===== src/hw/rtl/hmpi_pkg.sv =====
// shared types, constants and helpers of the hall motor pi speed controller
package hmpi_pkg;

    // default parameter values
    localparam int unsigned WINDOW_TICKS_DEF = 250;
    localparam int unsigned PWM_PERIOD_DEF   = 240;

    // field widths
    localparam int unsigned HALL_W   = 3;
    localparam int unsigned LINES_W  = 2;
    localparam int unsigned MEAS_W   = 12;
    localparam int unsigned SECTOR_W = 3;
    localparam int unsigned PWM_W    = 8;
    localparam int unsigned SPEED_W  = 34;

    // configuration register widths
    localparam int unsigned DESIRED_W = 10;
    localparam int unsigned PROP_W    = 32;
    localparam int unsigned INTEG_G_W = 24;
    localparam int unsigned STEP_W    = 36;

    // state widths
    localparam int unsigned DUTY_W  = 48;
    localparam int unsigned INTEG_W = 32;
    localparam int unsigned EDGE_W  = 16;
    localparam int unsigned TICK_W  = 8;

    // apb register file
    localparam int unsigned DATA_W   = 64;
    localparam int unsigned PADDR_W  = 6;
    localparam int unsigned ADDR_LSB = 3;
    localparam int unsigned INDEX_W  = PADDR_W - ADDR_LSB;

    // item queue between front and back
    localparam int unsigned QUEUE_DEPTH = 2;

    // fixed-point constants, duty in q0.48
    localparam logic [DUTY_W-1:0]         DUTY_START  = 48'd14073748835533;
    localparam logic [DUTY_W-1:0]         DUTY_MAX    = 48'd267401227875123;
    localparam logic signed [INTEG_W-1:0] INTEG_UPPER = 32'sd10;
    localparam logic [SPEED_W-1:0]        SPEED_MAX   = '1;
    localparam logic [DESIRED_W-1:0]      DESIRED_MAX = 10'd1000;
    localparam int unsigned               EDGE_REV_Q16 = 10922;
    localparam int unsigned               RPM_WINDOW   = 6000;
    localparam int unsigned               SPEED_K_W    = 26;

    // register reset values
    localparam logic [PROP_W-1:0]    PROP_GAIN_RST  = 32'd28147498;
    localparam logic [INTEG_G_W-1:0] INTEG_GAIN_RST = 24'd281475;
    localparam logic [STEP_W-1:0]    MAX_STEP_RST   = 36'd2814749767;

    // codes
    localparam logic [SECTOR_W-1:0] SECTOR_INVALID = 3'd6;
    localparam logic [LINES_W-1:0]  LINES_FAULT    = 2'b00;

    typedef enum logic
    {
        KIND_TICK = 1'b0,
        KIND_EDGE = 1'b1
    } kind_t;

    typedef enum logic [INDEX_W-1:0]
    {
        REG_TARGET_RPM = 3'd0,
        REG_RUN_ENABLE = 3'd1,
        REG_PROP_GAIN  = 3'd2,
        REG_INTEG_GAIN = 3'd3,
        REG_MAX_STEP   = 3'd4
    } reg_index_t;

    // configuration seen by the back part
    typedef struct packed
    {
        logic [DESIRED_W-1:0] target_rpm;
        logic                 run_enable;
        logic [PROP_W-1:0]    prop_gain;
        logic [INTEG_G_W-1:0] integ_gain;
        logic [STEP_W-1:0]    max_step;
    } cfg_t;

    // classified item held in the queue
    typedef struct packed
    {
        kind_t               kind;
        logic [HALL_W-1:0]   seq;
        logic [SECTOR_W-1:0] sector;
        logic                fault;
        logic [MEAS_W-1:0]   measured_speed;
    } item_t;

    // hall pattern h3h2h1 to sector, invalid patterns give the invalid code
    function automatic logic [SECTOR_W-1:0] sector_of(input logic [HALL_W-1:0] seq);
        case (seq)
            3'b100:  return 3'd0;
            3'b101:  return 3'd1;
            3'b001:  return 3'd2;
            3'b011:  return 3'd3;
            3'b010:  return 3'd4;
            3'b110:  return 3'd5;
            default: return SECTOR_INVALID;
        endcase
    endfunction

endpackage


===== src/hw/rtl/hmpi_queue.sv =====
// short item queue between the front and back parts
module hmpi_queue
(
    input  logic             clk,
    input  logic             rst_n,
    input  logic             push,
    input  hmpi_pkg::item_t  push_item,
    output logic             full,
    input  logic             pop,
    output logic             head_valid,
    output hmpi_pkg::item_t  head
);
    import hmpi_pkg::*;

    localparam int unsigned PTR_W = (QUEUE_DEPTH > 1) ? $clog2(QUEUE_DEPTH) : 1;
    localparam int unsigned CNT_W = $clog2(QUEUE_DEPTH + 1);

    item_t             slot_reg [QUEUE_DEPTH];
    logic [PTR_W-1:0]  wr_ptr_reg;
    logic [PTR_W-1:0]  rd_ptr_reg;
    logic [CNT_W-1:0]  count_reg;
    logic [PTR_W-1:0]  wr_ptr_next;
    logic [PTR_W-1:0]  rd_ptr_next;
    logic [CNT_W-1:0]  count_next;

    assign full       = (count_reg == CNT_W'(QUEUE_DEPTH));
    assign head_valid = (count_reg != '0);
    assign head       = slot_reg[rd_ptr_reg];

    // pointer and fill count update
    always_comb
    begin
        wr_ptr_next = wr_ptr_reg;
        rd_ptr_next = rd_ptr_reg;
        count_next  = count_reg;
        if (push)
        begin
            wr_ptr_next = (wr_ptr_reg == PTR_W'(QUEUE_DEPTH - 1)) ? '0 : wr_ptr_reg + PTR_W'(1);
        end
        if (pop)
        begin
            rd_ptr_next = (rd_ptr_reg == PTR_W'(QUEUE_DEPTH - 1)) ? '0 : rd_ptr_reg + PTR_W'(1);
        end
        case ({push, pop})
            2'b10:   count_next = count_reg + CNT_W'(1);
            2'b01:   count_next = count_reg - CNT_W'(1);
            default: count_next = count_reg;
        endcase
    end

    always_ff @(posedge clk or negedge rst_n)
    begin
        if (!rst_n)
        begin
            wr_ptr_reg <= '0;
            rd_ptr_reg <= '0;
            count_reg  <= '0;
        end
        else
        begin
            wr_ptr_reg <= wr_ptr_next;
            rd_ptr_reg <= rd_ptr_next;
            count_reg  <= count_next;
        end
    end

    // item storage
    always_ff @(posedge clk)
    begin
        if (push)
        begin
            slot_reg[wr_ptr_reg] <= push_item;
        end
    end
endmodule


===== config.mk =====
export PLATFORM = sky130hd
export DESIGN_NAME = hmpi_queue
export DESIGN_NICKNAME = d
export VERILOG_FILES = /design/src/hw/rtl/hmpi_pkg.sv /design/src/hw/rtl/hmpi_queue.sv
export SDC_FILE = /design/constraint.sdc
export NUM_CORES = 1
export LEC_CHECK = 0
export ABC_AREA = 1
export BUFFER_PORTS_ARGS = -buffer_cell sky130_fd_sc_hd__buf_2
export CORE_MARGIN = 2
export CORE_UTILIZATION = 45
export DETAILED_ROUTE_END_ITERATION = 7
export GPL_ROUTABILITY_DRIVEN = 0
export GPL_TIMING_DRIVEN = 1
export PLACE_DENSITY = 0.67
export SYNTH_ARGS = -nofsm -noshare
export SYNTH_HDL_FRONTEND = slang
export SYNTH_SLANG_ARGS = --single-unit

===== constraint.sdc =====
create_clock -name clk -period 1.8 [get_ports clk]
set_input_delay 0.27 -clock clk [delete_from_list [all_inputs] [get_ports clk]]
set_output_delay 0.27 -clock clk [all_outputs]
set_load 0.05 [all_outputs]

* Word-level counts from Yosys, hierarchy flattened
Memories as Yosys holds them, arrays and structs flattened. Cells that the tools add are included.
Operators by class: add/sub/neg operators 4, equality and inequality tests 3, multiplexer cells 5, reductions and logical operators 2
Operator list (number):
- $eq A2 B2 Y1 const B | 2
- $mux W1 | 4
- $pmux W2 S2 | 1
- $reduce_bool A2 Y1 | 2
- $add A1 B1 Y1 const B | 2
- $add A2 B1 Y2 const B | 1
- $eq A2 B1 Y1 const B | 1
- $sub A2 B1 Y2 const B | 1
Storage, ports and cells: flip-flop bits (word level) 4, memory bits (writable) 40, input bits 24, output and inout bits 22, word-level logic and storage cells 18, memories 1
Memories:
- slot_reg | words 2, width 20, read ports 1, clocked after Yosys merged registers in 0, wr ports 1, RTL line hmpi_queue.sv:18 | item_t slot_reg [QUEUE_DEPTH];

* Longest topological paths before layout
depth in word-level cells 2, mapped depth 7, depth with buffers taken out 7

* Worst setup path after synthesis
Ideal clock, no wire load.
path kind register to output, start point register rd_ptr_reg, end point output head[0] (netlist name), arrival time 1.667 ns, required time 1.530 ns, path slack -0.137 ns, stages on the path, launching flop included 3, path buffers 1, path through dfrtp_1 > buf_2 > o21ai_0
RTL lines:
- start: declaration | RTL line hmpi_queue.sv:20 | logic [PTR_W-1:0] rd_ptr_reg;
- start signal: assignment | RTL line hmpi_queue.sv:62 | rd_ptr_reg <= rd_ptr_next;
- end: declaration | RTL line hmpi_queue.sv:11 | output hmpi_pkg::item_t head

==> parameters.txt <==
Parameter                              Value

Die
  Die width ... 65.1 um
  Number of cell rows ... 22
  Area inside the core boundary ... 3630 um2
  Die span in y ... 65.1 um
  Total die area ... 4240 um2
  I/O pin total ... 46
  Initial Util ... 46.2%

Critical path
  Launch point of the worst reg-to-reg path ... wr_ptr_reg$_DFFE_PN0P_
  Element type at the critical path start ... flip-flop
  Required time of the worst setup path ... 1.53 ns
  Endpoint type of the worst setup path ... output port
  Endpoint of the worst-slack reg-to-reg timing path ... slot_reg[1][18]$_DFFE_PP_
  Crit path arrival time ... 1.41 ns
  Type of the worst setup path ... reg2out
  FF-to-FF path depth ... 3
  CP max FO ... 26
  Worst R2R Setup Slack ... 0.50 ns

STA
  Largest clock skew in the final design ... 0.00471 ns
  Hold Slack ... 0.167 ns
  Unrepaired setup endpoints after global routing ... false
  Rel. slew slack ... 77.1%
  Count of final setup violators ... 0
  Ratio of final minimum period to clock period ... 93.3%
  PnR worst setup slack ... 0.121 ns
  Min Clock Period, post-route ... 1.68 ns
  Achievable Freq ... 595 MHz
  Final hold vios ... 0
  Worst-margin pin slew ... 0.343 ns
  Final max-slew violation count ... 0

Synthesis
  Largest area contributor in the netlist ... edfxtp_1
  Seq/Total Area, Yosys ... 77.5%
  Largest cells by area after synthesis ... edfxtp_1, dfrtp_1, o21ai_0
  Mapped Area ... 1680 um2
  Total number of yosys warnings ... 0
  Post-synth net total ... 153
  Average cell area after synthesis ... 13.1 um2
  Number of different library cells in the post-synthesis netlist ... 13
  Count of state elements after synthesis ... 44
  Synth top area share ... 71.5%
  Syn Inst Count ... 128

Clocking
  CTS clock-pin slew for the worst setup and hold paths ... 0.08 ns
  Root Buffer Master ... clkbuf_8
  Later-pin clock latency in the skew report ... 0.28 ns
  H-tree Lvls ... 2
  Clk buf depth ... 2
  TritonCTS Buffers ... 5
  TritonCTS sink count ... 44
  Clock tree from TritonCTS ... built

Global routing
  Number of antenna violations at the first check in global routing ... 0
  Maximum number of pins on one net before global-route repair ... 27
  Tot GR Track Use ... 14.1%
  Gr busiest metal ... met2
  GR Layer Usage met3 ... 5.90%
  Global routing met2 resource utilization ... 26.3%
  Total global routing overflow ... 0
  Vias in the first global route ... 1030
  First-pass GRT wire length ... 4.31 mm
  Global routing met1 resource utilization ... 13.5%

Power
  Power density cells ... 1790 nW/um2
  Max VDD drop ... 1.30 mV
  Clock group share of total power ... 15.0%
  Reported net switching power ... 1.72 mW
  Leakage ... 0.929 nW
  Seq pwr share ... 38.8%
  Switching power share of the total ... 46.3%
  Comb pwr share ... 46.2%
  Internal power component ... 1.99 mW
  Power Total ... 3.71 mW

Cells and area
  Ratio of cells with drive above 1 in the final layout ... 31.7%
  Flip-flop count of the largest register after layout ... 40
  Number of diodes ... 0
  Fin cells ... 231
  Final-stage net count ... 207
  Number of fillers in the final layout ... 317
  Area added between synthesis and finish ... 23.4%

Place
  HPWL after detailed placement ... 1.91 mm
  Cell count after placement ... 222
  Worst setup slack after placement ... 0.436 ns
  Port buffer count ... 45

Run status
  Result of the run ... finished, final reports clean

Detailed routing
  DRT Pass-1 Iters ... 4
  Routed wire length ... 2.55 mm
  Detailed-route DRC error count ... 0
  Mean routed wirelength per cell ... 11.0 um
  Number of nets with antenna violations after detailed routing ... 0
  Detailed Route Iter0 Violations ... 21
  Number of vias in the routed layout ... 1008
  Via density per instance ... 4.36

Worst hold path
  Min-Delay Startpoint ... push_item[6]
  Number of instances on the worst hold path ... 1
  Classification of the worst-slack hold path ... in2reg
  Endpoint with the worst hold slack ... slot_reg[0][6]$_DFFE_PP_

Job
  Maxcap violations ... 0
layout make-up:
cell class	count	area, um2	area share, %
inverters	26	97.6	4.71
well taps	48	60.1	2.90
repair buffers	51	273	13.2
clock inverters	3	13.8	0.664
clock buffers	5	68.8	3.32
flip-flops and latches	44	1300	62.8
multi-input cells	54	258	12.4
cells in the mapped netlist:
library cell,instances
inv_1,26
nand4_1,1
xnor2_1,1
nand2_1,26
buf_2,2
buf_4,2
edfxtp_1,40
nor2_1,2
xor2_1,2
dfrtp_1,4
ha_1,1
nand3_1,1
o21ai_0,20
layer usage:
layer  vias to the layer above  wire length (um)
met4                         0                47
li1                        529                 -
met5                         -                 0
met2                        24              1300
met1                       450              1030
met3                         5               180
critical path: stages (launching register included):
cell and delay [ns]:
dfrtp_1 0.38, buf_4 0.21, o21ai_0 0.23, buf_2 0.30
how the worst max path moves through the flow:
stage,startpoint,endpoint,slack [ns],cells past startpoint
2_1_floorplan,rd_ptr_reg$_DFFE_PN0P_,head[0],-0.14,2
3_3_place_gp,rd_ptr_reg$_DFFE_PN0P_,head[15],0.46,3
3_5_place_dp,rd_ptr_reg$_DFFE_PN0P_,head[15],0.44,3
4_1_cts,rd_ptr_reg$_DFFE_PN0P_,head[15],0.12,3
5_1_grt,rd_ptr_reg$_DFFE_PN0P_,head[15],0.04,3
6_report,rd_ptr_reg$_DFFE_PN0P_,head[15],0.12,3
timing repair:
action	CTS	global route
setup endpoints to repair	0	0
endpoints found under the hold margin	4	0
hold buffers	1	0
resized for setup	0	0
setup buffers	0	0
power groups by stage:
stage / sequential, mW / clock (mW) / combinational [mW]
3_5_place_dp: 1.46 / 0 / 1.74
3_3_place_gp: 1.45 / 0 / 1.70
6_report: 1.44 / 0.558 / 1.72
4_1_cts: 1.44 / 0.579 / 1.74
2_1_floorplan: 1.45 / 0 / 1.34
5_1_grt: 1.46 / 0.607 / 1.85
kinds of logic (layout without fill, tap and decap cells):
family / Yosys count / count (layout) / share of synthesized area (%)
AOI/OAI and AO/OA: 20 / 20 / 5.96
DFF: 44 / 44 / 77.5
xor gates and xnor gates: 3 / 3 / 1.57
adders and majority gates: 1 / 1 / 0.745
and+or+nand+nor: 30 / 30 / 6.93
buffers and inverters: 30 / 85 / 7.30
stage by stage:
step,util [%],setup TNS [ns],area [um2]
global placement,54.5,0,1980
CTS,57.0,0,2070
floorplan,-,-2.75,1680
global route,57.0,0,2070
detailed placement,54.5,0,1980
finish,57.0,0,2070
placed cells by master, fill, tap and decap left out:
cell type       n
buf_2          45
buf_4           5
clkbuf_8        5
clkinv_1        1
clkinv_2        2
dfrtp_1         4
dlygate4sd3_1   1
edfxtp_1       40
ha_1            1
inv_1          26
nand2_1        26
nand3_1         1
nand4_1         1
nor2_1          1
nor2_2          1
o21ai_0        20
xnor2_1         1
xor2_1          2
Power figures use the tool's default switching activity.
