### config.mk
export PLATFORM = sky130hd
export DESIGN_NAME = hmpi_front_flat
export DESIGN_NICKNAME = d
export VERILOG_FILES = /design/src/hw/rtl/hmpi_pkg.sv /design/src/hw/rtl/hmpi_in_if.sv /design/src/hw/rtl/hmpi_front.sv /design/src/flat_wrapper.sv
export SDC_FILE = /design/constraint.sdc
export NUM_CORES = 1
export LEC_CHECK = 0
export BUFFER_PORTS_ARGS = -buffer_cell sky130_fd_sc_hd__buf_2
export CAP_MARGIN = 10
export CORE_AREA = 2 2 39 41
export DETAILED_ROUTE_END_ITERATION = 8
export DIE_AREA = 0 0 41 43
export GPL_ROUTABILITY_DRIVEN = 0
export GPL_TIMING_DRIVEN = 0
export SETUP_SLACK_MARGIN = 0.2
export SYNTH_ARGS = -nofsm -noshare
export SYNTH_HDL_FRONTEND = slang
export SYNTH_SLANG_ARGS = --single-unit
export TNS_END_PERCENT = 30
### constraint.sdc
create_clock -name vclk -period 0.8
set_input_delay 0.08 -clock vclk [all_inputs]
set_output_delay 0.08 -clock vclk [all_outputs]
set_load 0.01 [all_outputs]
### src/hw/rtl/hmpi_pkg.sv
// shared types, constants and helpers of the hall motor pi speed controller
package hmpi_pkg;

    // default parameter values
    localparam int unsigned WINDOW_TICKS_DEF = 250;
    localparam int unsigned PWM_PERIOD_DEF   = 240;

    // field widths
    localparam int unsigned HALL_W   = 3;
    localparam int unsigned LINES_W  = 2;
    localparam int unsigned MEAS_W   = 12;
    localparam int unsigned SECTOR_W = 3;
    localparam int unsigned PWM_W    = 8;
    localparam int unsigned SPEED_W  = 34;

    // configuration register widths
    localparam int unsigned DESIRED_W = 10;
    localparam int unsigned PROP_W    = 32;
    localparam int unsigned INTEG_G_W = 24;
    localparam int unsigned STEP_W    = 36;

    // state widths
    localparam int unsigned DUTY_W  = 48;
    localparam int unsigned INTEG_W = 32;
    localparam int unsigned EDGE_W  = 16;
    localparam int unsigned TICK_W  = 8;

    // apb register file
    localparam int unsigned DATA_W   = 64;
    localparam int unsigned PADDR_W  = 6;
    localparam int unsigned ADDR_LSB = 3;
    localparam int unsigned INDEX_W  = PADDR_W - ADDR_LSB;

    // item queue between front and back
    localparam int unsigned QUEUE_DEPTH = 2;

    // fixed-point constants, duty in q0.48
    localparam logic [DUTY_W-1:0]         DUTY_START  = 48'd14073748835533;
    localparam logic [DUTY_W-1:0]         DUTY_MAX    = 48'd267401227875123;
    localparam logic signed [INTEG_W-1:0] INTEG_UPPER = 32'sd10;
    localparam logic [SPEED_W-1:0]        SPEED_MAX   = '1;
    localparam logic [DESIRED_W-1:0]      DESIRED_MAX = 10'd1000;
    localparam int unsigned               EDGE_REV_Q16 = 10922;
    localparam int unsigned               RPM_WINDOW   = 6000;
    localparam int unsigned               SPEED_K_W    = 26;

    // register reset values
    localparam logic [PROP_W-1:0]    PROP_GAIN_RST  = 32'd28147498;
    localparam logic [INTEG_G_W-1:0] INTEG_GAIN_RST = 24'd281475;
    localparam logic [STEP_W-1:0]    MAX_STEP_RST   = 36'd2814749767;

    // codes
    localparam logic [SECTOR_W-1:0] SECTOR_INVALID = 3'd6;
    localparam logic [LINES_W-1:0]  LINES_FAULT    = 2'b00;

    typedef enum logic
    {
        KIND_TICK = 1'b0,
        KIND_EDGE = 1'b1
    } kind_t;

    typedef enum logic [INDEX_W-1:0]
    {
        REG_TARGET_RPM = 3'd0,
        REG_RUN_ENABLE = 3'd1,
        REG_PROP_GAIN  = 3'd2,
        REG_INTEG_GAIN = 3'd3,
        REG_MAX_STEP   = 3'd4
    } reg_index_t;

    // configuration seen by the back part
    typedef struct packed
    {
        logic [DESIRED_W-1:0] target_rpm;
        logic                 run_enable;
        logic [PROP_W-1:0]    prop_gain;
        logic [INTEG_G_W-1:0] integ_gain;
        logic [STEP_W-1:0]    max_step;
    } cfg_t;

    // classified item held in the queue
    typedef struct packed
    {
        kind_t               kind;
        logic [HALL_W-1:0]   seq;
        logic [SECTOR_W-1:0] sector;
        logic                fault;
        logic [MEAS_W-1:0]   measured_speed;
    } item_t;

    // hall pattern h3h2h1 to sector, invalid patterns give the invalid code
    function automatic logic [SECTOR_W-1:0] sector_of(input logic [HALL_W-1:0] seq);
        case (seq)
            3'b100:  return 3'd0;
            3'b101:  return 3'd1;
            3'b001:  return 3'd2;
            3'b011:  return 3'd3;
            3'b010:  return 3'd4;
            3'b110:  return 3'd5;
            default: return SECTOR_INVALID;
        endcase
    endfunction

endpackage

### src/hw/rtl/hmpi_in_if.sv
// input item channel: hall edges and control ticks
interface hmpi_in_if;
    import hmpi_pkg::*;

    logic               valid;
    logic               ready;
    logic               req_type;
    logic [HALL_W-1:0]  hall_bits;
    logic [LINES_W-1:0] fault_lines;
    logic [MEAS_W-1:0]  measured_speed;

    modport source
    (
        output valid, req_type, hall_bits, fault_lines, measured_speed,
        input  ready
    );

    modport sink
    (
        input  valid, req_type, hall_bits, fault_lines, measured_speed,
        output ready
    );
endinterface

### src/hw/rtl/hmpi_front.sv
// front part: accepts input items and classifies them for the queue
module hmpi_front
(
    hmpi_in_if.sink          item_in,
    input  logic             full,
    output logic             push,
    output hmpi_pkg::item_t  push_item
);
    import hmpi_pkg::*;

    logic [SECTOR_W-1:0] sector;

    // accept whenever the queue has room
    assign item_in.ready = !full;
    assign push          = item_in.valid && !full;

    // sector decode and fault check
    assign sector = sector_of(item_in.hall_bits);

    always_comb
    begin
        push_item.kind           = item_in.req_type ? KIND_EDGE : KIND_TICK;
        push_item.seq            = item_in.hall_bits;
        push_item.sector         = sector;
        push_item.fault          = (sector == SECTOR_INVALID) ||
                                   (item_in.fault_lines == LINES_FAULT);
        push_item.measured_speed = item_in.measured_speed;
    end
endmodule

### src/flat_wrapper.sv
// flat-port wrapper written by rule: the top's interface ports become plain ports
module hmpi_front_flat import hmpi_pkg::*;
  (full, push, push_item, item_in_valid, item_in_req_type, item_in_hall_bits, item_in_fault_lines, item_in_measured_speed, item_in_ready);
  hmpi_in_if item_in_i ();
  input  logic full;
  output logic push;
  output hmpi_pkg::item_t push_item;
  input wire logic [$bits(item_in_i.valid)-1:0] item_in_valid;
  input wire logic [$bits(item_in_i.req_type)-1:0] item_in_req_type;
  input wire logic [$bits(item_in_i.hall_bits)-1:0] item_in_hall_bits;
  input wire logic [$bits(item_in_i.fault_lines)-1:0] item_in_fault_lines;
  input wire logic [$bits(item_in_i.measured_speed)-1:0] item_in_measured_speed;
  output wire logic [$bits(item_in_i.ready)-1:0] item_in_ready;
  assign item_in_i.valid = item_in_valid;
  assign item_in_i.req_type = item_in_req_type;
  assign item_in_i.hall_bits = item_in_hall_bits;
  assign item_in_i.fault_lines = item_in_fault_lines;
  assign item_in_i.measured_speed = item_in_measured_speed;
  assign item_in_ready = item_in_i.ready;
  hmpi_front u_core (.item_in(item_in_i), .full(full), .push(push), .push_item(push_item));
endmodule
== Word-level counts from Yosys, hierarchy flattened ==
Cells that the tools add are included.
W data, S select, Z words.
Word-level totals
  output and inout port bits: 22
  bits in registers: 0
Operators by class
  eq/ne operators: 7
  reduce and logical (&&, ||, !) cells: 4
  mux-type cells: 2
Operators by type and width (count)
  $pmux W3 S6: 1
  $eq A3 B3 Y1 const B: 4
  $eq A3 B2 Y1 const B: 2
  $eq A3 B1 Y1 const B: 1
  $logic_not A2 Y1: 1
  $logic_and A1 B1 Y1: 1
  $logic_not A1 Y1: 1
  $logic_or A1 B1 Y1: 1
  $mux W1: 1

== Longest topological paths before layout ==
Gate-level depths: netlist of the first run.
  depth in word-level cells: 4
  gate-level depth with buffers: 2

== Least setup slack after synthesis of the first run ==
No wires, ideal clock.
  path kind: input to output
  start point: in item_in_hall_bits[2]
  end point: out push_item[12] in the netlist's numbering
  required time: 720 ps
  path slack: 181 ps
  stages on the path: 2
  arrival time: 539 ps
  cell sequence: or3_1 -> o211ai_2
RTL lines
  start: declaration: RTL line flat_wrapper.sv:10  | input wire logic [$bits(item_in_i.hall_bits)-1:0] item_in_hall_bits;
  end: declaration: RTL line flat_wrapper.sv:7  | output hmpi_pkg::item_t push_item;

==> results of run 1 <==
==> final cells by class <==
| type | count | area share, % |
|---|---|---|
| Buffer | 16 | 29.6 |
| Multi-Input combinational cell | 10 | 17.3 |
| Inverter | 2 | 1.79 |
| Tap cell | 16 | 4.78 |
| Timing Repair Buffer | 31 | 46.6 |
==> per-layer routing <==
metal / wire [um] / vias to the layer above / GRT usage (%)
met2: 315 / 23 / 12.2
met3: 83 / 0 / 0.524
li1: - / 137 / -
met5: 0 / - / 0
met1: 168 / 107 / 2.22
met4: 0 / 0 / 0
==> logic make-up (layout without fill, tap and decap cells) <==
| family | after synthesis | in the layout |
|---|---|---|
| AOI/OAI and AO/OA | 4 | 4 |
| and+or+nand+nor | 4 | 4 |
| buffers and inverters | 18 | 49 |
| xor gates and xnor gates | 1 | 1 |
| muxes | 1 | 1 |
==> per-stage QoR <==
stage,std cells,hold slack (ns)
5_1_grt,75,0.346
6_report,75,0.343
4_1_cts,75,0.344
3_3_place_gp,73,0.344
3_5_place_dp,73,0.344
2_1_floorplan,28,0.204
==> worst max-delay path, cell delays in order <==
cell and delay [ns]:
sky130_fd_sc_hd__buf_8 0.09, sky130_fd_sc_hd__or3_4 0.37, sky130_fd_sc_hd__o211ai_2 0.07, sky130_fd_sc_hd__buf_2 0.15
==> what timing repair did <==
action / in CTS / in global routing
setup endpoints to repair: 3 / 6
pin swaps: 2 / 0
buffers inserted: 2 / 0
gates resized for setup: 12 / 2
==> worst max path at each step <==
stage,startpoint,endpoint,slack [ns],depth (start not counted)
2_1_floorplan,item_in_hall_bits[2],push_item[12],0.18,2
3_3_place_gp,item_in_hall_bits[2],push_item[12],-0.09,4
3_5_place_dp,item_in_hall_bits[2],push_item[12],-0.12,4
4_1_cts,item_in_hall_bits[0],push_item[12],-0.05,4
5_1_grt,item_in_hall_bits[0],push_item[12],-0.08,4
6_report,item_in_hall_bits[0],push_item[12],-0.04,4
==> power groups by stage <==
stage	Sequential (uW)	Combinational (uW)	Clock, uW
global placement	0	206	0
CTS	0	240	0
detailed placement	0	209	0
finish	0	240	0
floorplan	0	121	0
global route	0	263	0
==> synth_stat cells (all sizes together) <==
cell | instances | area [um^2]
buf | 16 | 120
a21oi | 2 | 10.0
inv | 2 | 7.51
mux2i | 1 | 10.0
nand2 | 1 | 3.75
nand3 | 1 | 5.00
nor2b | 1 | 6.26
o211ai | 1 | 12.5
o21ai | 1 | 5.00
or3 | 1 | 6.26
xnor2 | 1 | 8.76
==> results.txt, run 1 <==
The area growth from synthesis to layout came out at 115%. In this run switching power makes up 39.4% of total power. For the worst setup path, the data required time is 0.72 ns.

Class of the most critical hold timing path: in -> out. The worst setup path is captured at an output pin. The total number of sequential cells is 0.

The total overflow left after global routing is 0. Cells fill 30.3% of the core in the end. Pin placement for this block handled 42 I/O pins. For the antenna diode count, the log shows 0. After synthesis, the mean cell area works out to 6.97 um^2. The flow ran to the end, but the final reports show violations. The die is 43 um tall. The tools report the relative slew slack as 92.0%. Power spread over the standard cell area amounts to 573 nW/um^2. Before CTS, the worst setup slack after placement is -0.116 ns. The tools report the number of DRC violations after detailed-routing iteration 0 as 0.

Input and output buffers added on the ports amount to 29. For this run, the top clock speed supported by timing is 1190 MHz. The post-synthesis compound-gate area fraction was 14.1%; the number of unique standard cell types used by synthesis was 11. The critical path is of the in -> out type.

By area, the combinational part of the netlist is dominated by buffers and inverters. The power dissipated by switching net loads was 94.6 uW; the instance count of the mapped netlist was 28. The run gives 1 as the number of iterations in the first detailed-routing pass. Internal power comes to 146 uW. The tools report the launch point of the worst hold path as item_in_measured_speed[9].

Dividing the detail-routed via count by the number of cells gives 3.56. For the post-detailed-route DRC marker count, the log shows 0. For the peak supply drop, the log shows 0.127 mV. The logs give 0% for the sequential cell fraction of total power and 1380 um^2 for the core region area. Entering global routing, the biggest net connects 8 pins.

The adder and majority cell fraction of the synthesized area works out to 0%. The width of the die was 41 um; the area occupied by registers was 0 um^2. The checks that failed: setup timing.

In the finished design, the share of the clock period the worst path needs comes to 105%. The worst hold path passes through 2 cells. Dividing the detail-routed wire length by the instance count gives 7.56 um.

The share of post-route cells with drive strength above 1 came out at 83.1%. Maximum net fanout on the critical path: 2. The routed design has 567 um of wire. The number of maximum-capacitance violations was 0.

In the layout the commonest cells are sky130_fd_sc_hd__buf_2, sky130_fd_sc_hd__buf_4, sky130_fd_sc_hd__buf_6. The tools report the final instance area as 419 um^2. After Yosys synthesis, XOR and XNOR cells account for 4.49% of the synthesized area. The final number of max-transition violations was 0; the count of hold buffers inserted by post-cts repair was 0. The worst path needs 0.840 ns of the cycle, external delays included. The number of global-route vias before repair is 172.

Total power for the finished layout comes to 240 uW. The layout filler cell count is 152. The synthesized-area fraction occupied by and/or/nand/nor cells was 10.9%. The final hold violation count was 0. When the netlist entered floorplanning its net count stood at 48. The run gives 14.1% as the effective utilization at floorplan. The initial antenna violation count was 0; the combinational group share of total power was 100.0%. The half-perimeter wire length of the detailed placement result is 438 um, and the instance area at placement is 360 um^2. Sequential cells were found to cover 0% of the synthesized design area.

The Yosys step of the flow raised 0 warnings. In this run the cell area of the synthesized design comes to 195 um^2. The logs give 621 um for the wire length of the first global-routing pass and 267 for the overall via count from detail_route. The tools report the clock buffer count as 0. Number of nets in the finished design: 81. The floorplan step defined a die boundary enclosing 1760 um^2. Leaving out fill and tap cells, the most frequent cell in the layout is sky130_fd_sc_hd__buf_2. For the combined global-route utilization of all metal layers, the log shows 4.70%. For this design the static power due to leakage is 0.000252 uW. The tools report the row count as 14. The clock network accounts for 0% of the total power. The worst setup path is launched from an input port. The total setup violations reported at the end of the flow is 1. The final setup slack of the worst path was -0.0403 ns.

The setup TNS was -0.0403 ns. Setup repair after global routing could not meet its margin everywhere. The portion of synthesized area spent on multiplexers is 5.13%. The worst hold path terminates at push_item[9]. At the pin with the least slew margin, the transition time is 0.116 ns.

STA puts the critical path data arrival time at 0.76 ns. Once detail routing completed, the nets flagged for antenna violations numbered 0. In the final layout, the multi-input gates occupy 72.6 um^2.
(Power assumes the default switching activity.)
==> run 2, diff against run 1 <==
==> constraint.sdc (replaced) <==
create_clock -name vclk -period 0.8
set_input_delay 0.04 -clock vclk [all_inputs]
set_output_delay 0.04 -clock vclk [all_outputs]
set_load 0.01 [all_outputs]
==> run 2 against run 1 <==
Largest cell class unchanged. Sequential share of layout area unchanged. Routed wire length down 5.3%. Global-route usage down 0.10 points. Core utilization down 0.63 points. Final cell count unchanged. Critical path type unchanged. Critical path depth unchanged. The run now ends clean.
==> results.txt, run 2 (same netlist as run 1, synthesis figures left out) <==
The run finished with clean final reports. The total setup violations reported at the end of the flow is 0. For this design the total switching power over the nets is 93.7 uW.

The run gives -0.0359 ns as the post-placement setup slack. The run gives 0 as the count of hold buffers inserted by post-cts repair. Among all stages on the critical path, the largest delay is contributed by sky130_fd_sc_hd__or3_4. The worst path needs 0.764 ns of the cycle, external delays included. The static leakage power came out at 0.000252 uW. The half-perimeter wire length of the detailed placement result is 438 um.

The first global-routing pass estimated 614 um of wire. The die covers 1760 um^2. The post-detailed-route DRC marker count was 0.

Global routing used 4.60% of the available tracks. The number of global-route vias before repair was 184. The tightest min-delay check is of the in -> out type.

42 I/O pins were placed. Setup repair after global routing could not meet its margin everywhere. The most common cell after layout, fill and taps aside was sky130_fd_sc_hd__buf_2. STA classifies the critical path startpoint as an input port. Based on the critical path, the design can be clocked at up to 1310 MHz.

After the last flow step, the layout net total stands at 81. The peak supply drop is 0.127 mV. Once routing completed, OpenROAD measured the worst setup slack at 0.0359 ns.

Grouping stages by cell kind, the critical path spends the most delay in simple AND/OR/NAND/NOR gates. End of the worst hold path: push_item[9]. STA classifies the critical path endpoint as an output pin. The logs give 100.0% for the combinational group share of total power and 141 uW for the cell-internal power. After the flow finishes, the layout carries non-filler instances totaling 75. The post-route netlist has 84.7% of its cells at a drive strength greater than 1. The tool flagged a number of max-cap violations equal to 0. In this run the vertical extent of the chip is 43 um.

Counting instances, the worst hold path has a depth of 2. The design draws 235 uW. Width of the die: 41 um. Net switching is 39.9% of the power. The tools report the post-route worst hold slack as 0.263 ns. For this run, the slowest stage of the critical path takes 0.37 ns.

The tools report the final hold violation count as 0. At the worst endpoint, the arrival time is 0.72 ns. The sequential cell fraction of total power is 0%. The total overflow left after global routing is 0. Entering global routing, the biggest net connects 8 pins. The worst endpoint required time is 0.76 ns. In the finished layout, the clock tree contains a buffer count of 0.

Per report_power, the clock group accounts for 0% of the total. Effective utilization at floorplan: 14.1%. The worst setup path is of the in -> out kind. Summed over all layers, the routed wires come to 537 um.

The final critical path takes up 95.5% of the cycle. Power spread over the standard cell area amounts to 572 nW/um^2. In this run the tool buffered the top-level ports with 29 buffer cells. The startpoint identified for the worst hold timing path is item_in_measured_speed[9]. The transition at the pin with the smallest max-transition slack is 0.116 ns. Along the worst path, the maximum fanout reaches 2. The detail-routed via count per cell was 3.56. In the finished design the tool counted flip-flops and latches totalling 0.

The first detailed-routing pass ran for 3 iterations. Once placement completed, the tool counted placed cells totaling 73. The routed layout has 267 vias. The core region area was 1380 um^2. From synthesis to final layout, the design area changed by 110%.

The wire length per cell was 7.16 um. The critical path goes through buf_8 > or3_4 > o211ai_2 > buf_2. For this block, the initial DRC count from the detailed router was 2. The logs give 0 for the number of routed nets with antenna violations and 14 for the row count. Measured against its own limit, the worst slew margin works out to 92.0%. The logs give 0 for the initial antenna violation count and 0 for the antenna diode count. Counting the fill cells in the layout gives 153. The area occupied by registers was 0 um^2; the final number of max-transition violations was 0. The number of buffers and inverters on the critical path is 2. The library cells used most frequently in the layout, excluding fill and tap cells, are sky130_fd_sc_hd__buf_2, sky130_fd_sc_hd__buf_4, sky130_fd_sc_hd__a21oi_1, sky130_fd_sc_hd__inv_1, sky130_fd_sc_hd__buf_8. The setup TNS came out at 0 ns.
==> run 2: cell counts in the layout (fill, tap and decap cells not counted) <==
Identical to the previous run, type by type.
==> run 2: worst max path at each step <==
stage | start | depth (start not counted) | to | slack [ns]
global placement | item_in_hall_bits[2] | 4 | push_item[12] | -0.007
floorplan | item_in_hall_bits[2] | 2 | push_item[12] | 0.26
finish | item_in_hall_bits[1] | 4 | push_item[12] | 0.04
global route | item_in_hall_bits[1] | 4 | push_item[12] | -0.0006
detailed placement | item_in_hall_bits[2] | 4 | push_item[12] | -0.04
CTS | item_in_hall_bits[0] | 4 | push_item[12] | 0.03
==> run 2: layout make-up <==
cell class,count,area [um^2],area share (%)
plain buffers,16,120,29.3
inverters,2,7.51,1.83
multi-input cells,10,80.1,19.5
well taps,16,20.0,4.88
repair buffers,31,183,44.5
==> run 2: power by group through the flow <==
| stage | sequential, uW | clock (uW) | combinational (uW) |
|---|---|---|---|
| 2_1_floorplan | 0 | 0 | 121 |
| 3_3_place_gp | 0 | 0 | 206 |
| 3_5_place_dp | 0 | 0 | 209 |
| 4_1_cts | 0 | 0 | 232 |
| 5_1_grt | 0 | 0 | 258 |
| 6_report | 0 | 0 | 235 |
==> run 2: per-layer routing <==
metal	part of all wire, %	track usage [%]
met3	16	0.524
met5	0	0
met4	0	0
met1	28	2.22
met2	56	11.9
==> run 2: per-stage QoR <==
step / utilization [%] / area (um^2)
after floorplan: - / 195
after global routing: 29.7 / 410
after CTS: 29.1 / 403
final: 29.7 / 410
after detailed placement: 26.0 / 360
after global placement: 26.0 / 360
==> run 2: repair_timing <==
action	CTS	global route
buffers inserted	2	0
pin swaps	1	2
setup endpoints to repair	2	4
resized for setup	8	2
==> run 3, diff against run 2 <==
PLACE_DENSITY = 0.59   (was default)
==> run 3 against run 2 <==
Combinational power about the same. Core utilization down 0.27 points. Non-clock buffer count unchanged. Flip-flop and latch count unchanged. Global-route usage up 1.2 points. Critical path depth unchanged. Worst hold slack better by 0.0011 ns.
==> results.txt, run 3 (same netlist as run 1, synthesis figures left out) <==
For this run, design rule violations remaining after detail routing come to 0. For the pin with the worst max-slew slack, the measured transition is 0.109 ns. The wire length per cell was 7.97 um; the total number of sequential cells was 0. Setup violations remaining at the end of the flow were counted as 0. The run gives 81 as the number of nets in the finished design. Row generation in the floorplan step produced 14 rows. The overall via count from detail_route is 271, and the die height is 43 um. The number of global-route vias before repair is 211, and the maximum clock frequency is 1310 MHz.

The signal on the critical path passes through buf_8 > or3_4 > o211ai_2 > buf_2. The final setup slack of the worst path is 0.0376 ns, and the count of hold buffers inserted by post-cts repair is 0. For the number of primary I/O pins, the log shows 42. The logs give 0 for the initial antenna violation count and 2 for the number of iterations in the first detailed-routing pass. The peak supply drop is 0.105 mV, and the combinational group share of total power is 100.0%. Minimum period implied by the final worst setup slack: 0.762 ns. The core region is 1380 um^2.

The analysis attributes to net switching a power of 93.5 uW. In the routed layout, each cell is associated on average with a via count of 3.61. The tightest min-delay check is of the in -> out type. The nature of the critical path endpoint is an output pin. Cells fill 29.4% of the core in the end. The worst stage delay on the critical path was 0.37 ns. Once the floorplan was initialized, standard cells occupied 14.1% of the core. The placed instances occupy a cell area of 360 um^2. The cell area power density is 573 nW/um^2, and the wire length of the first global-routing pass is 779 um. Largest net degree at the start of global routing: 8. After routing the design area is 407 um^2. Global routing consumed, over all layers together, 5.79% of the routing resources. The run gives 2 as the number of DRC violations after detailed-routing iteration 0.

Peak-usage layer in the global routing report: met2. The die area is 1760 um^2. The final hold violation count is 0. For the static leakage power, the log shows 0.000248 uW. The repair_antennas step left the layout with diodes totalling 0. Once detailed placement completed, the half-perimeter wirelength came to 508 um. Buffers placed on the I/O ports in this run total 29.

The residual overflow from global routing was 0; the met3 track demand over resource in global routing was 0%. Share of post-route cells with drive strength above 1: 83.1%. The internal portion of the total power is 139 uW. Setup repair after global routing could not meet its margin everywhere.

The kind of cell with the highest combined delay along the critical path is simple AND/OR/NAND/NOR gates. Across the run, the number of max-cap violations was 0. Global routing consumed, on the met2 layer, 13.8% of the routing resources. The logs give 0% for the clock group share of total power and 92.6% for the relative slew slack. Area growth from synthesis to layout: 108%.

The run finished with clean final reports. The layout filler cell count is 155. Counting both buffers and inverters, the worst setup path holds a total of 2. Net switching is 40.2% of the power.

The worst path uses 95.3% of the clock period. The aggregate routed wire length is 598 um. The number of routed nets with antenna violations is 0. The final number of max-transition violations is 0. The library cell used most frequently in the layout, excluding fill and tap cells, is sky130_fd_sc_hd__buf_2. For met1 alone, demand over resource in global routing was 4.43%. The worst setup path is launched from an input port. In the finished layout, the clock tree contains a buffer count of 0.

The logs give 0.72 ns for the worst endpoint data arrival time and 0 um^2 for the area occupied by registers. Measured along the x axis, the die boundary spans 41 um. Among all stages on the critical path, the largest delay is contributed by sky130_fd_sc_hd__or3_4. Kind of critical path: in -> out.

In this run, flip-flops and latches consume 0% of the power. The worst endpoint required time was 0.76 ns. Leaving out fill and tap cells, the most frequent cells in the layout are sky130_fd_sc_hd__buf_2, sky130_fd_sc_hd__buf_4, sky130_fd_sc_hd__a21oi_1, sky130_fd_sc_hd__inv_1, sky130_fd_sc_hd__buf_8.

The post-placement setup slack was -0.0323 ns; the maximum net fanout on the critical path was 2.
==> run 3: cell count changes in the layout (fill, tap and decap cells not counted) <==
cell                      previous run  this run
sky130_fd_sc_hd__buf_6               0         1
sky130_fd_sc_hd__xnor2_1             0         1
sky130_fd_sc_hd__o21ai_0             0         1
sky130_fd_sc_hd__buf_4              19        18
sky130_fd_sc_hd__o21ai_1             1         0
sky130_fd_sc_hd__xnor2_2             1         0
==> run 3: path summary, 6_finish.rpt <==
path	startpoint	endpoint	slack, ns	cells past startpoint
worst min-delay path	item_in_measured_speed[8]	push_item[8]	0.26	2
worst max-delay path	item_in_hall_bits[0]	push_item[12]	0.04	4
==> run 3: metal layers <==
| metal | share of wire (%) | vias up |
|---|---|---|
| met5 | 0 | - |
| met3 | 16 | 0 |
| li1 | - | 136 |
| met4 | 0 | 0 |
| met1 | 27 | 113 |
| met2 | 58 | 22 |
==> run 3: area by class of cell <==
type                       count  area, um^2  area share [%]
timing repair buffer          31         186            45.8
buffer                        16         120            29.5
multi-input combinational     10        72.6            17.8
tap                           16        20.0            4.92
inverter                       2        7.51            1.85
==> run 3: repair_timing <==
item                       CTS  global route
pin swaps                    1             1
resized for setup            8             1
setup endpoints to repair    2             4
buffers inserted             2             0
==> run 3: per-stage QoR <==
| step | hold WS, ns | total power [uW] | cells | TNS, ns |
|---|---|---|---|---|
| floorplan | 0.124 | 121 | 28 | 0 |
| global placement | 0.264 | 207 | 73 | -0.00640 |
| detailed placement | 0.265 | 212 | 73 | -0.0323 |
| CTS | 0.265 | 234 | 75 | 0 |
| global route | 0.270 | 257 | 75 | 0 |
| finish | 0.264 | 233 | 75 | 0 |
==> run 3: power groups by stage <==
stage / registers [uW] / clock network (uW) / logic, uW
finish: 0 / 0 / 233
global route: 0 / 0 / 257
CTS: 0 / 0 / 234
detailed placement: 0 / 0 / 212
global placement: 0 / 0 / 207
floorplan: 0 / 0 / 121
